$ cat config.mk
export PLATFORM = sky130hd
export DESIGN_NAME = receive_tuning_frequency_calc
export DESIGN_NICKNAME = d
export VERILOG_FILES = /design/src/rtl/core/rtfc_pkg.sv /design/src/rtl/core/receive_tuning_frequency_calc.sv /design/src/rtl/core/rtfc_shift.sv
export SDC_FILE = /design/constraint.sdc
export NUM_CORES = 1
export LEC_CHECK = 0
export BUFFER_PORTS_ARGS = -buffer_cell sky130_fd_sc_hd__buf_2
export CAP_MARGIN = 20
export CORE_MARGIN = 10
export CORE_UTILIZATION = 30
export CTS_CLUSTER_SIZE = 8
export DETAILED_ROUTE_END_ITERATION = 7
export PLACE_DENSITY = 0.48
export SYNTH_ARGS = -nofsm -noshare
export SYNTH_HDL_FRONTEND = slang
export SYNTH_SLANG_ARGS = --single-unit
$ cat constraint.sdc
create_clock -name clk_i -period 10.9 [get_ports clk_i]
set_input_delay 1.09 -clock clk_i [delete_from_list [all_inputs] [get_ports clk_i]]
set_output_delay 1.09 -clock clk_i [all_outputs]
set_load 0.05 [all_outputs]
$ cat src/rtl/core/rtfc_pkg.sv
// ----------------------------------------------------------------------------
// Receive tuning frequency calculator package
// Shared beat types, register indexes and code constants.
// ----------------------------------------------------------------------------
package rtfc_pkg;

  localparam int unsigned FreqInW  = 40;
  localparam int unsigned FreqOutW = 42;
  localparam int unsigned ShiftW   = 32;
  localparam int unsigned RateW    = 32;
  localparam int unsigned DeltaW   = 40;
  localparam int unsigned CfgIdxW  = 3;
  localparam int unsigned CfgDataW = 40;

  // Register indexes of the configuration port.
  typedef enum logic [CfgIdxW-1:0] {
    CFG_DECIM_ORDER = 3'd0,
    CFG_CENTRE_POS  = 3'd1,
    CFG_SAMPLE_RATE = 3'd2,
    CFG_SHIFT_SCH   = 3'd3,
    CFG_XVTR_EN     = 3'd4,
    CFG_XVTR_DELTA  = 3'd5
  } cfg_idx_e;

  // Centre-position codes.
  localparam logic [1:0] POS_BELOW   = 2'd0;
  localparam logic [1:0] POS_ABOVE   = 2'd1;
  localparam logic [1:0] POS_CENTRED = 2'd2;

  // Shift schemes.
  localparam logic SCH_STANDARD = 1'b0;
  localparam logic SCH_SYNC     = 1'b1;

  // Conversion direction.
  localparam logic OP_TO_DEVICE  = 1'b0;
  localparam logic OP_TO_DESIRED = 1'b1;

  typedef struct packed {
    logic               opcode;
    logic [FreqInW-1:0] frequency_in;
  } rtfc_req_t;

  typedef struct packed {
    logic signed [FreqOutW-1:0] frequency_out;
    logic signed [ShiftW-1:0]   applied_shift;
  } rtfc_rsp_t;

  // Static settings handed to the shift unit.
  typedef struct packed {
    logic [2:0]       decim_order;
    logic [1:0]       centre_pos;
    logic [RateW-1:0] sample_rate;
    logic             shift_scheme;
  } rtfc_shift_cfg_t;

endpackage

$ cat src/rtl/core/receive_tuning_frequency_calc.sv
// ----------------------------------------------------------------------------
// Receive tuning frequency calculator
// Converts a desired receive frequency to the tuner frequency, or back.
// ----------------------------------------------------------------------------
// A new beat is taken on every clock at which start is high; busy is never
// raised, so the block sustains one beat per cycle. Each beat is registered on
// entry and its result is computed by one short stage of shift, constant
// scaling and 42-bit add and clamp logic. done_o rises at the clock edge after
// the one that took the beat and stays high for exactly that one cycle, with
// rsp_o valid in it. The receiver cannot stall the block and must take every
// result in the cycle it appears. Configuration registers are read by the
// result stage, so they must only be written while no beat is in flight.
module receive_tuning_frequency_calc import rtfc_pkg::*; (
  input  logic                clk_i,
  input  logic                rst_ni,
  input  logic                start,
  output logic                busy,
  input  rtfc_req_t           req_i,
  input  logic                cfg_we_i,
  input  logic [CfgIdxW-1:0]  cfg_idx_i,
  input  logic [CfgDataW-1:0] cfg_wdata_i,
  output logic                done_o,
  output rtfc_rsp_t           rsp_o
);

  // Configuration registers.
  logic [2:0]               decim_order_q;
  logic [1:0]               centre_pos_q;
  logic [RateW-1:0]         sample_rate_q;
  logic                     shift_scheme_q;
  logic                     xvtr_en_q;
  logic signed [DeltaW-1:0] xvtr_delta_q;

  // Input stage.
  logic      in_vld_q;
  rtfc_req_t in_q;

  // Result stage.
  logic      out_vld_q;
  rtfc_rsp_t rsp_q;
  rtfc_rsp_t rsp_d;

  rtfc_shift_cfg_t            shift_cfg;
  logic signed [ShiftW-1:0]   shift;
  logic signed [FreqOutW-1:0] freq_ext;
  logic signed [FreqOutW-1:0] delta_ext;
  logic signed [FreqOutW-1:0] shift_ext;
  logic signed [FreqOutW-1:0] tuned;
  logic signed [FreqOutW-1:0] sum;

  // The block never holds off a beat.
  assign busy = 1'b0;

  always_ff @(posedge clk_i or negedge rst_ni) begin
    if (!rst_ni) begin
      decim_order_q  <= '0;
      centre_pos_q   <= POS_CENTRED;
      sample_rate_q  <= '0;
      shift_scheme_q <= SCH_STANDARD;
      xvtr_en_q      <= 1'b0;
      xvtr_delta_q   <= '0;
    end else if (cfg_we_i) begin
      case (cfg_idx_i)
        CFG_DECIM_ORDER: decim_order_q  <= cfg_wdata_i[2:0];
        CFG_CENTRE_POS:  centre_pos_q   <= cfg_wdata_i[1:0];
        CFG_SAMPLE_RATE: sample_rate_q  <= cfg_wdata_i[RateW-1:0];
        CFG_SHIFT_SCH:   shift_scheme_q <= cfg_wdata_i[0];
        CFG_XVTR_EN:     xvtr_en_q      <= cfg_wdata_i[0];
        CFG_XVTR_DELTA:  xvtr_delta_q   <= $signed(cfg_wdata_i[DeltaW-1:0]);
        default: begin
        end
      endcase
    end
  end

  // Input register.
  always_ff @(posedge clk_i or negedge rst_ni) begin
    if (!rst_ni) begin
      in_vld_q <= 1'b0;
    end else begin
      in_vld_q <= start & ~busy;
    end
  end

  always_ff @(posedge clk_i) begin
    if (start && !busy) begin
      in_q <= req_i;
    end
  end

  assign shift_cfg.decim_order  = decim_order_q;
  assign shift_cfg.centre_pos   = centre_pos_q;
  assign shift_cfg.sample_rate  = sample_rate_q;
  assign shift_cfg.shift_scheme = shift_scheme_q;

  rtfc_shift u_shift (
    .cfg_i   (shift_cfg),
    .shift_o (shift)
  );

  // All intermediate values stay within 42 signed bits: the largest is the
  // input plus the largest delta and shift, the smallest is minus a delta.
  assign freq_ext  = $signed({{(FreqOutW-FreqInW){1'b0}}, in_q.frequency_in});
  assign delta_ext = xvtr_en_q ? FreqOutW'(xvtr_delta_q) : '0;
  assign shift_ext = FreqOutW'(shift);

  always_comb begin
    tuned = '0;
    sum   = '0;
    if (in_q.opcode == OP_TO_DEVICE) begin
      // Remove the transverter offset first and clamp, then take the shift.
      tuned = freq_ext - delta_ext;
      if (tuned < 0) begin
        tuned = '0;
      end
      sum = tuned - shift_ext;
    end else begin
      // Add shift and offset together, clamping the final frequency.
      sum = freq_ext + shift_ext + delta_ext;
      if (sum < 0) begin
        sum = '0;
      end
    end
    rsp_d.frequency_out = sum;
    rsp_d.applied_shift = shift;
  end

  always_ff @(posedge clk_i or negedge rst_ni) begin
    if (!rst_ni) begin
      out_vld_q <= 1'b0;
    end else begin
      out_vld_q <= in_vld_q;
    end
  end

  always_ff @(posedge clk_i) begin
    if (in_vld_q) begin
      rsp_q <= rsp_d;
    end
  end

  assign done_o = out_vld_q;
  assign rsp_o  = rsp_q;

endmodule

$ cat src/rtl/core/rtfc_shift.sv
// ----------------------------------------------------------------------------
// Receive tuning shift unit
// Derives the signed tuner offset from the rate, order, scheme and position.
// ----------------------------------------------------------------------------
module rtfc_shift import rtfc_pkg::*; (
  input  rtfc_shift_cfg_t          cfg_i,
  output logic signed [ShiftW-1:0] shift_o
);

  localparam int unsigned HalfW = RateW - 1;
  localparam int unsigned ProdW = HalfW + 5;

  logic [HalfW-1:0] half;
  logic [ProdW-1:0] half_ext;
  logic [ProdW-1:0] prod;
  logic [ProdW-1:0] mag_wide;
  logic [HalfW-1:0] mag;

  assign half     = cfg_i.sample_rate[RateW-1:1];
  assign half_ext = {5'd0, half};

  // Standard scheme is a plain right shift of the rate; the synchronous scheme
  // scales half the rate by a small fraction built from shifts and adds.
  always_comb begin
    prod     = '0;
    mag_wide = '0;
    if (cfg_i.shift_scheme == SCH_STANDARD) begin
      case (cfg_i.decim_order)
        3'd0:    mag_wide = '0;
        3'd1:    mag_wide = ProdW'(cfg_i.sample_rate >> 2);
        3'd2:    mag_wide = ProdW'(cfg_i.sample_rate >> 3);
        default: mag_wide = ProdW'(cfg_i.sample_rate >> cfg_i.decim_order);
      endcase
    end else begin
      case (cfg_i.decim_order)
        3'd1: begin
          prod     = half_ext;
          mag_wide = prod >> 1;
        end
        3'd2: begin
          prod     = (half_ext << 1) + half_ext;
          mag_wide = prod >> 2;
        end
        3'd3: begin
          prod     = (half_ext << 2) + half_ext;
          mag_wide = prod >> 3;
        end
        3'd4: begin
          prod     = (half_ext << 3) + (half_ext << 1) + half_ext;
          mag_wide = prod >> 4;
        end
        3'd5: begin
          prod     = (half_ext << 4) + (half_ext << 2) + half_ext;
          mag_wide = prod >> 5;
        end
        3'd6: begin
          prod     = (half_ext << 4) + (half_ext << 2) + half_ext;
          mag_wide = prod >> 6;
        end
        default: begin
          prod     = '0;
          mag_wide = '0;
        end
      endcase
    end
  end

  // The magnitude never exceeds half the rate, so 31 bits hold it.
  assign mag = mag_wide[HalfW-1:0];

  always_comb begin
    case (cfg_i.centre_pos)
      POS_BELOW: shift_o = -$signed({1'b0, mag});
      POS_ABOVE: shift_o = $signed({1'b0, mag});
      default:   shift_o = '0;
    endcase
  end

endmodule

### Word-level counts from Yosys, hierarchy flattened

Index checks and enable logic that the tools add are counted.

| operators by class | value |
|---|---|
| $add $sub $neg | 11 |
| magnitude comparators | 2 |
| equality and inequality tests | 12 |
| shift-type cells | 1 |
| muxes and demuxes | 9 |
| reduce and logical (&&, ||, !) cells | 9 |

Operators with widths:

| kind | count |
|---|---|
| 2-to-1 mux 42 bit | 5 |
| one-hot mux 31 bit (6 select lines) | 1 |
| one-hot mux 31 bit (3 select lines) | 1 |
| < comparator 42 x 1 -> 1 bit (second input constant) | 2 |
| one-hot mux 32 bit (2 select lines) | 1 |
| adder 41 x 32 -> 42 bit | 1 |
| adder 42 bit | 1 |
| subtractor 41 x 42 -> 42 bit | 1 |
| subtractor 42 x 32 -> 42 bit | 1 |
| adder 35 x 33 -> 36 bit | 1 |
| adder 36 x 31 -> 36 bit | 1 |
| adder 34 x 32 -> 35 bit | 1 |
| adder 35 x 31 -> 35 bit | 1 |
| adder 33 x 31 -> 34 bit | 1 |
| adder 32 x 31 -> 33 bit | 1 |
| negation 31 -> 32 bit | 1 |
| right shift 32 x 3 -> 31 bit | 1 |
| 2-to-1 mux 31 bit | 1 |
| == test 3 bit (second input constant) | 5 |
| == test 3 x 2 -> 1 bit (second input constant) | 4 |
| AND reduction 2 bit | 6 |
| == test 3 x 1 -> 1 bit (second input constant) | 2 |
| logical NOT 3 bit | 2 |
| == test 2 x 1 -> 1 bit (second input constant) | 1 |
| logical NOT 2 bit | 1 |

| word-level totals | value |
|---|---|
| register bits after elaboration | 196 |
| bits of input ports | 88 |
| output and inout bits | 76 |
| logic and storage cells | 56 |

### Depth between registers and ports, before layout

Gate-level depths: netlist of run 1.

| depth | value |
|---|---|
| depth after elaboration | 11 |
| gate-level depth with buffers | 41 |
| gate-level depth less buffers | 34 |

### Cells and area by module

Synthesis of run 1 repeated with hierarchy kept, for this count alone.

| second synthesis, totals | value |
|---|---|
| cell total of the unflattened synthesis | 3195 |
| area total of the unflattened synthesis | 26813.2 µm² |

By module, submodules not included:

| module | instances | cells each | area each (µm²) | seq. area each (µm²) |
|---|---|---|---|---|
| receive_tuning_frequency_calc | 1 | 1592 | 15356.0 | 5481.5 |
| rtfc_shift | 1 | 1603 | 11457.2 | 0.0 |

### Worst setup path before layout of run 1

Ideal clock, no wire load.

| timing | value |
|---|---|
| kind | reg2reg |
| start point | reg decim_order_q[1] |
| end point | reg rsp_q, in the netlist rsp_o[63] (data pin) |
| library setup time | 0.271 ns |
| arrival time | 8.602 ns |
| required time | 10.629 ns |
| slack | 2.027 ns |
| stages on the path, launching flop included | 38 |
| buffers on the path | 7 |
| period minus slack after synthesis | 8.873 ns |
| cells stage by stage | dfrtp_1 buf_2 buf_4 nor2b_1 clkbuf_1 clkbuf_1 clkbuf_1 nand2_1 nand2_1 o21ai_0 fa_1 a211oi_1 o21bai_1 a21oi_1 xor2_1 nor2_1 o41a_1 nor4b_1 [... 2 more ...] a31oi_1 xnor2_1 nor2_1 fa_1 ha_1 a21o_1 a21o_1 a21o_1 a211o_1 a31o_2 o311ai_0 nand3_1 a31oi_1 xor2_1 nand2b_1 clkbuf_1 clkbuf_1 o22ai_1 |

| on the way | value |
|---|---|
| cells in the longest elaborated chain, start to end | 10 |
| elaborated cells between the ends (all ways) | 19 |
| classes of those cells | 4 x add/sub; 1 x order compare; 6 x eq/ne; 1 x shift; 6 x mux; 1 x reduce/logical |

RTL lines:

| element | line | source |
|---|---|---|
| start, declared | receive_tuning_frequency_calc.sv:27 | `logic [2:0] decim_order_q;` |
| start signal, assigned | receive_tuning_frequency_calc.sv:64 | `CFG_DECIM_ORDER: decim_order_q <= cfg_wdata_i[2:0];` |
| right shift 32 x 3 -> 31 bit (tied with other cells) | rtfc_shift.sv:32 | `default: mag_wide = ProdW'(cfg_i.sample_rate >> cfg_i.decim_order);` |
| one-hot mux 31 bit (3 select lines) / one-hot mux 31 bit (6 select lines) (equally long branches) | rtfc_shift.sv:28, rtfc_shift.sv:35 |  |
| 2-to-1 mux 31 bit * | rtfc_shift.sv:27 | `if (cfg_i.shift_scheme == SCH_STANDARD) begin` |
| negation 31 -> 32 bit | rtfc_shift.sv:73 | `POS_BELOW: shift_o = -$signed({1'b0, mag});` |
| one-hot mux 32 bit (2 select lines) * | rtfc_shift.sv:72 | `case (cfg_i.centre_pos)` |
| net shift[21] | receive_tuning_frequency_calc.sv:44 | `logic signed [ShiftW-1:0] shift;` |
| adder 41 x 32 -> 42 bit | receive_tuning_frequency_calc.sv:119 | `sum = freq_ext + shift_ext + delta_ext;` |
| adder 42 bit | receive_tuning_frequency_calc.sv:119 |  |
| < comparator 42 x 1 -> 1 bit | receive_tuning_frequency_calc.sv:120 | `if (sum < 0) begin` |
| 2-to-1 mux 42 bit | receive_tuning_frequency_calc.sv:120 |  |
| 2-to-1 mux 42 bit * | receive_tuning_frequency_calc.sv:110 | `if (in_q.opcode == OP_TO_DEVICE) begin` |
| net sum[31] | receive_tuning_frequency_calc.sv:49 | `logic signed [FreqOutW-1:0] sum;` |
| end signal, assigned | receive_tuning_frequency_calc.sv:138 | `rsp_q <= rsp_d;` |
| end, declared | receive_tuning_frequency_calc.sv:40 | `rtfc_rsp_t rsp_q;` |

Mark *: on every way through the listed nets, which the timed path passes. The rest lies on a longest branch.
A chain may end at the register's enable or synchronous reset.

### Worst setup path in the final report of run 1

| timing | value |
|---|---|
| start point | reg decim_order_q[1] |
| end point | reg rsp_q, in the netlist rsp_o[46] (data pin) |

| on the way | value |
|---|---|
| cells in the longest elaborated chain, start to end | 10 |
| elaborated cells between the ends (all ways) | 19 |
| classes of those cells | 4 x add/sub; 1 x order compare; 6 x eq/ne; 1 x shift; 6 x mux; 1 x reduce/logical |

RTL lines:

| element | line |
|---|---|
| right shift 32 x 3 -> 31 bit (tied with other cells) | rtfc_shift.sv:32 |
| one-hot mux 31 bit (3 select lines) / one-hot mux 31 bit (6 select lines) (equally long branches) | rtfc_shift.sv:28, rtfc_shift.sv:35 |
| 2-to-1 mux 31 bit * | rtfc_shift.sv:27 |
| negation 31 -> 32 bit | rtfc_shift.sv:73 |
| one-hot mux 32 bit (2 select lines) * | rtfc_shift.sv:72 |
| net shift[22] | receive_tuning_frequency_calc.sv:44 |
| adder 41 x 32 -> 42 bit * | receive_tuning_frequency_calc.sv:119 |
| adder 42 bit * | receive_tuning_frequency_calc.sv:119 |
| < comparator 42 x 1 -> 1 bit * | receive_tuning_frequency_calc.sv:120 |
| 2-to-1 mux 42 bit * | receive_tuning_frequency_calc.sv:120 |
| 2-to-1 mux 42 bit * | receive_tuning_frequency_calc.sv:110 |
| net sum[14] | receive_tuning_frequency_calc.sv:49 |

Marked as above.

==> impl_metrics.toml, run 1 <==
[outcome]
status = "completed"

[synth]
netlist_area_um2 = 25700
netlist_top_cells_count = "a21oi_1, nand2_1, ha_1, nor2_1, o21ai_0"
netlist_instances = 2995
syn_nets = 3404
synth.distinct_cells = 105
synthArstFlopShare = 0.4103
synthTopCellsByArea = "edfxtp_1, ha_1, fa_1, dfrtp_1, a21oi_1"
synth_warnings = 0
synth-edff-count = 115
yosysTopAreaCell = "edfxtp_1"
synth_seq_cells = 195
yosys.area.top_type_share = 0.1344
synth_most_common_cell = "a21oi_1"
syn_avg_cell_area_um2 = 8.581
synth-seq-area-share = 0.2123
synth_flop_cell = "edfxtp_1"

[critical_path]
cp_slowest_cell = "dfrtp_2"
crit_path_start_kind = "flip-flop"
r2r-end = "rsp_o[46]"
cp.required_ns = 11.09
cpPeakStageDelay_ns = 0.62
crit-reg2reg-launch = "decim_order_q[1]"
cp_max_fo = 34
critical_path_class = "reg -> reg"
r2r_slack_ns = 0.97
end_kind = "flip-flop"
cp.arrival_ns = 10.12
reg2regPathDepth = 29

[clock_network]
cts_sinks = 195
cts_hold_buf = 0
cts_made_buffers = 17
cts_root_buf = "clkbuf_16"
cts.repair.resized = 0
cts_setup_buffers = 0
ctsLongestPathBuffers = 2
cts_tree = "done"
clkTransAtPathRegs_ns = 0.09
clock_latency_ns = 0.47
htree_num_levels = 4

[layout]
areaGrowthSynthToFinish_pct = 10.64
multi_input_area_um2 = 19150
layout-drive-gt1-share = 0.1432
final_nets = 3490
fill_cells = 9020
regArea_um2 = 5463

[grt]
grt_pass1_wl_um = 145300
grt.overflow.total = 0
gr-usage-all-layers = 0.1884
grt_max_degree = 56
antenna_found_initial = 5
grt_pass1_vias = 23280

[worst_hold_path]
whs_endpoint = "xvtr_delta_q[0]"
holdPathStages = 1
hold_class = "reg -> reg"
worstHoldStart = "xvtr_delta_q[0]"

[timing]
setup_tns_ns = 0
setup_violations = 0
fin_crit_ns = 9.927
fin_crit_sh = 0.9107
rsz0062_at_grt = "false"
relSlewSlack = 0.2412
hold_violations = 0
drv_slew = 0
max_freq_mhz = 100.7
clock_skew_ns = 0.02213
worst_pin_slew_ns = 1.124

[die]
io_pins = 164
chipWidth_um = 312.7
die_area_um2 = 97770
start_util = 0.3018
core_um2 = 85150
die_h_um = 312.7
rows = 107

[detailed_routing]
wirelength_um = 94930
drt_iter0_drc = 1986
dr_total_vias = 23580
first_pass_iters = 5
vias_per_cell = 5.559
drc_errors = 0
antenna_left = 0
wl_per_cell_um = 22.38

[placed_design]
gp_congestion = 0.9314
hpwlAfterDp_um = 76690
io_buffer_count = 162

[job]
max_cap_violations = 0
worst max path at each step:
stage | depth (start not counted) | startpoint | endpoint
2_1_floorplan | 37 | decim_order_q[1] | rsp_o[63]
3_3_place_gp | 29 | decim_order_q[1] | rsp_o[62]
3_5_place_dp | 29 | decim_order_q[1] | rsp_o[69]
4_1_cts | 29 | decim_order_q[1] | rsp_o[69]
5_1_grt | 30 | decim_order_q[1] | rsp_o[50]
6_report | 29 | decim_order_q[1] | rsp_o[46]
metrics by stage:
step / setup WS (ns) / cell area, µm² / cells / hold slack, ns / util
4_1_cts: 1.058 / 28410 / 4237 / 0.4990 / 0.3337
2_1_floorplan: 2.027 / 25700 / 2995 / 0.4713 / -
3_3_place_gp: 1.085 / 27830 / 4205 / 0.4816 / 0.3268
5_1_grt: 0.4886 / 28430 / 4239 / 0.5139 / 0.3338
6_report: 0.9733 / 28430 / 4242 / 0.5005 / 0.3339
3_5_place_dp: 1.060 / 27830 / 4205 / 0.4870 / 0.3268
flip-flops by register name, summed over array words and instances (netlist names), 2 cells and up:
signal and cells:
sample_rate_q 31, centre_pos_q 2, rsp_o 74, decim_order_q 3
xvtr_delta_q 40, freq_ext 40
area by class of cell:
cell class,count,area share
diodes,4,0.0003520
clock buffers,18,0.01509
clock inverters,14,0.005457
inverters,121,0.01597
multi-input cells,2516,0.6735
flip-flops and latches,195,0.1921
well taps,1144,0.05034
repair buffers,230,0.04713
routing by layer:
metal	wire length, µm	global-route usage	part of all wire	vias up
met5	9	0	0.000095	-
met4	1904	0.04807	0.020	2
met3	5619	0.02382	0.059	76
met2	43410	0.3043	0.46	683
met1	43990	0.2628	0.46	11410
li1	-	-	-	11410
layout by cell type (no fill, tap or decap), drive strengths merged, types with 66 or more instances in the layout:
cell type	instances
nor2	210
nor3	66
inv	128
buf	230
dfrtp	79
a21oi	258
nand2	234
edfxtp	115
mux2	115
fa	100
xnor2	100
o21ai	160
ha	221
a21o	108
cell families after synthesis:
kind of cell,synth area share
compound gates,0.2547
xor+xnor,0.05623
fa+ha+maj,0.1855
buf+inv,0.04387
flops,0.2123
mux,0.07449
other cells,0.0001459
simple gates,0.1727
worst max-delay path, delay by kind of cell (launching register included):
family	cells	cell delay (ns)
muxes	1	0.38
AOI/OAI and AO/OA	11	2.96
and+or+nand+nor	10	3.17
adders and majority gates	3	1.17
DFF	1	0.62
xor gates and xnor gates	2	0.57
buffers and inverters	2	0.73
Power of run 1 is not shown: default switching activity piles up to over one toggle a cycle in this logic, so the estimate is an artifact.
==> inputs of run 2 (changes only) <==
- GPL_TIMING_DRIVEN: default -> 0
- clock period: 10.9 -> 11.1 ns (I/O delays scaled with it)
==> run 2 against run 1 <==
Effect of this change: largest cell class unchanged; highest routed layer is now met4; critical path depth up 7; utilization up 0.45 points; worst setup slack worse by 0.40 ns; cell count up 2.4%; count of clock-buffer cells in the layout unchanged.
==> impl_metrics.toml, run 2 (synthesized netlist as in run 1, its figures left out) <==
[layout]
areaGrowthSynthToFinish_pct = 12.12
regArea_um2 = 5460
finalInstanceArea_um2 = 28820
layout_common_cells = "a21oi_1, nand2_1, ha_1"
final_nets = 3591
multi_input_area_um2 = 19240
largest_reg_flops = 74
layout-drive-gt1-share = 0.1346
final_common_cell = "a21oi_1"
fill_cells = 9120

[detailed_routing]
vias_per_cell = 5.633
antenna_left = 0
wl_met3_um = 5192
met1_length_um = 45700
drc_errors = 0
wl_per_cell_um = 23.30
route.met2.wl_um = 47820
dr_total_vias = 24460
drt_iter0_drc = 2034
top_layer_used = "met4"
wirelength_um = 101200
first_pass_iters = 5

[die]
rows = 107
chipWidth_um = 312.7
io_pins = 164
die_area_um2 = 97770
die_h_um = 312.7
core_um2 = 85150
start_util = 0.3018

[placed_design]
post_dp_cell_area_um2 = 28040
hpwlAfterDp_um = 83390
place_ws_ns = -2.009
gp_congestion = 0.9486
io_buffer_count = 162

[critical_path]
reg2regPathDepth = 36
crit-reg2reg-launch = "decim_order_q[1]"
cpPeakStageDelay_ns = 0.59
cp_slowest_cell = "a2111oi_2"
critical_path_class = "reg -> reg"
cp_max_fo = 10
crit_family = "compound AO/OA/AOI/OAI gates"
cp_num_buf_inv = 7
end_kind = "flip-flop"
cp.required_ns = 11.28
r2r_slack_ns = 0.57
r2r-end = "rsp_o[65]"
crit_path_start_kind = "flip-flop"
cp.arrival_ns = 10.71

[timing]
fin_crit_ns = 10.53
max_freq_mhz = 94.99
setup_ws_ns = 0.5724
relSlewSlack = 0.1713
worst_pin_slew_ns = 1.226
drv_slew = 0
holdWs_ns = 0.5079
fin_crit_sh = 0.9484
setup_violations = 0
clock_skew_ns = 0.02118
rsz0062_at_grt = "false"
hold_violations = 0

[clock_network]
htree_num_levels = 4
ctsLongestPathBuffers = 2
cts_made_buffers = 17
cts_sinks = 195
clkTransAtPathRegs_ns = 0.09
cts_tree = "done"
clock_latency_ns = 0.48
cts_root_buf = "clkbuf_16"
cts_hold_buf = 0

[outcome]
status = "completed"

[grt]
grt_pass1_vias = 24170
antenna_found_initial = 6
grt_max_degree = 63
gr-usage-all-layers = 0.1998
grt_pass1_wl_um = 152400
grt.overflow.total = 0

[job]
max_cap_violations = 0

[worst_hold_path]
hold_class = "in -> async"
## run 2: how the worst max path moves through the flow
stage,cells past startpoint,end,from
final,36,rsp_o[65],decim_order_q[1]
after global routing,31,rsp_o[70],xvtr_en_q
after CTS,37,rsp_o[37],decim_order_q[1]
after detailed placement,35,rsp_o[66],decim_order_q[1]
after global placement,36,rsp_o[37],decim_order_q[1]
after floorplan,37,rsp_o[63],decim_order_q[1]
## run 2: worst reg2reg max path, delay by kind of cell, from the launching register on
| kind | cells | cell delay (ns) |
|---|---|---|
| AOI/OAI and AO/OA | 15 | 3.99 |
| xor gates and xnor gates | 2 | 0.57 |
| adders and majority gates | 3 | 1.25 |
| buffers and inverters | 7 | 1.99 |
| DFF | 1 | 0.34 |
| muxes | 1 | 0.14 |
| and+or+nand+nor | 8 | 1.97 |
## run 2: cell type report
| cell class | instances | area share |
|---|---|---|
| clock buffer | 18 | 0.01489 |
| clock inverter | 14 | 0.006122 |
| antenna | 3 | 0.0002605 |
| multi-input combinational | 2516 | 0.6679 |
| buffer | 160 | 0.02336 |
| inverter | 121 | 0.01576 |
| sequential | 195 | 0.1895 |
| timing repair buffer | 171 | 0.03257 |
| tap | 1144 | 0.04967 |
## run 2: what timing repair did
action                                  4_1_cts  5_1_grt
gates cloned                                  0        0
pin swaps                                     1        0
buffers inserted                              3        0
endpoints found under the setup margin       41       40
resized for setup                            17       22
## run 2: through the flow
| stage | util | setup TNS, ns | instances |
|---|---|---|---|
| 3_5_place_dp | 0.3293 | -68.00 | 4306 |
| 5_1_grt | 0.3384 | 0 | 4341 |
| 6_report | 0.3384 | 0 | 4342 |
| 2_1_floorplan | - | 0 | 2995 |
| 3_3_place_gp | 0.3282 | -69.09 | 4301 |
| 4_1_cts | 0.3372 | 0 | 4339 |
## run 2: per-layer routing
metal	track usage	vias to the layer above
li1	-	11620
met2	0.3362	758
met4	0.05445	0
met1	0.2718	11950
met5	0	-
met3	0.01645	131
Power of run 2 is left out for the same reason.
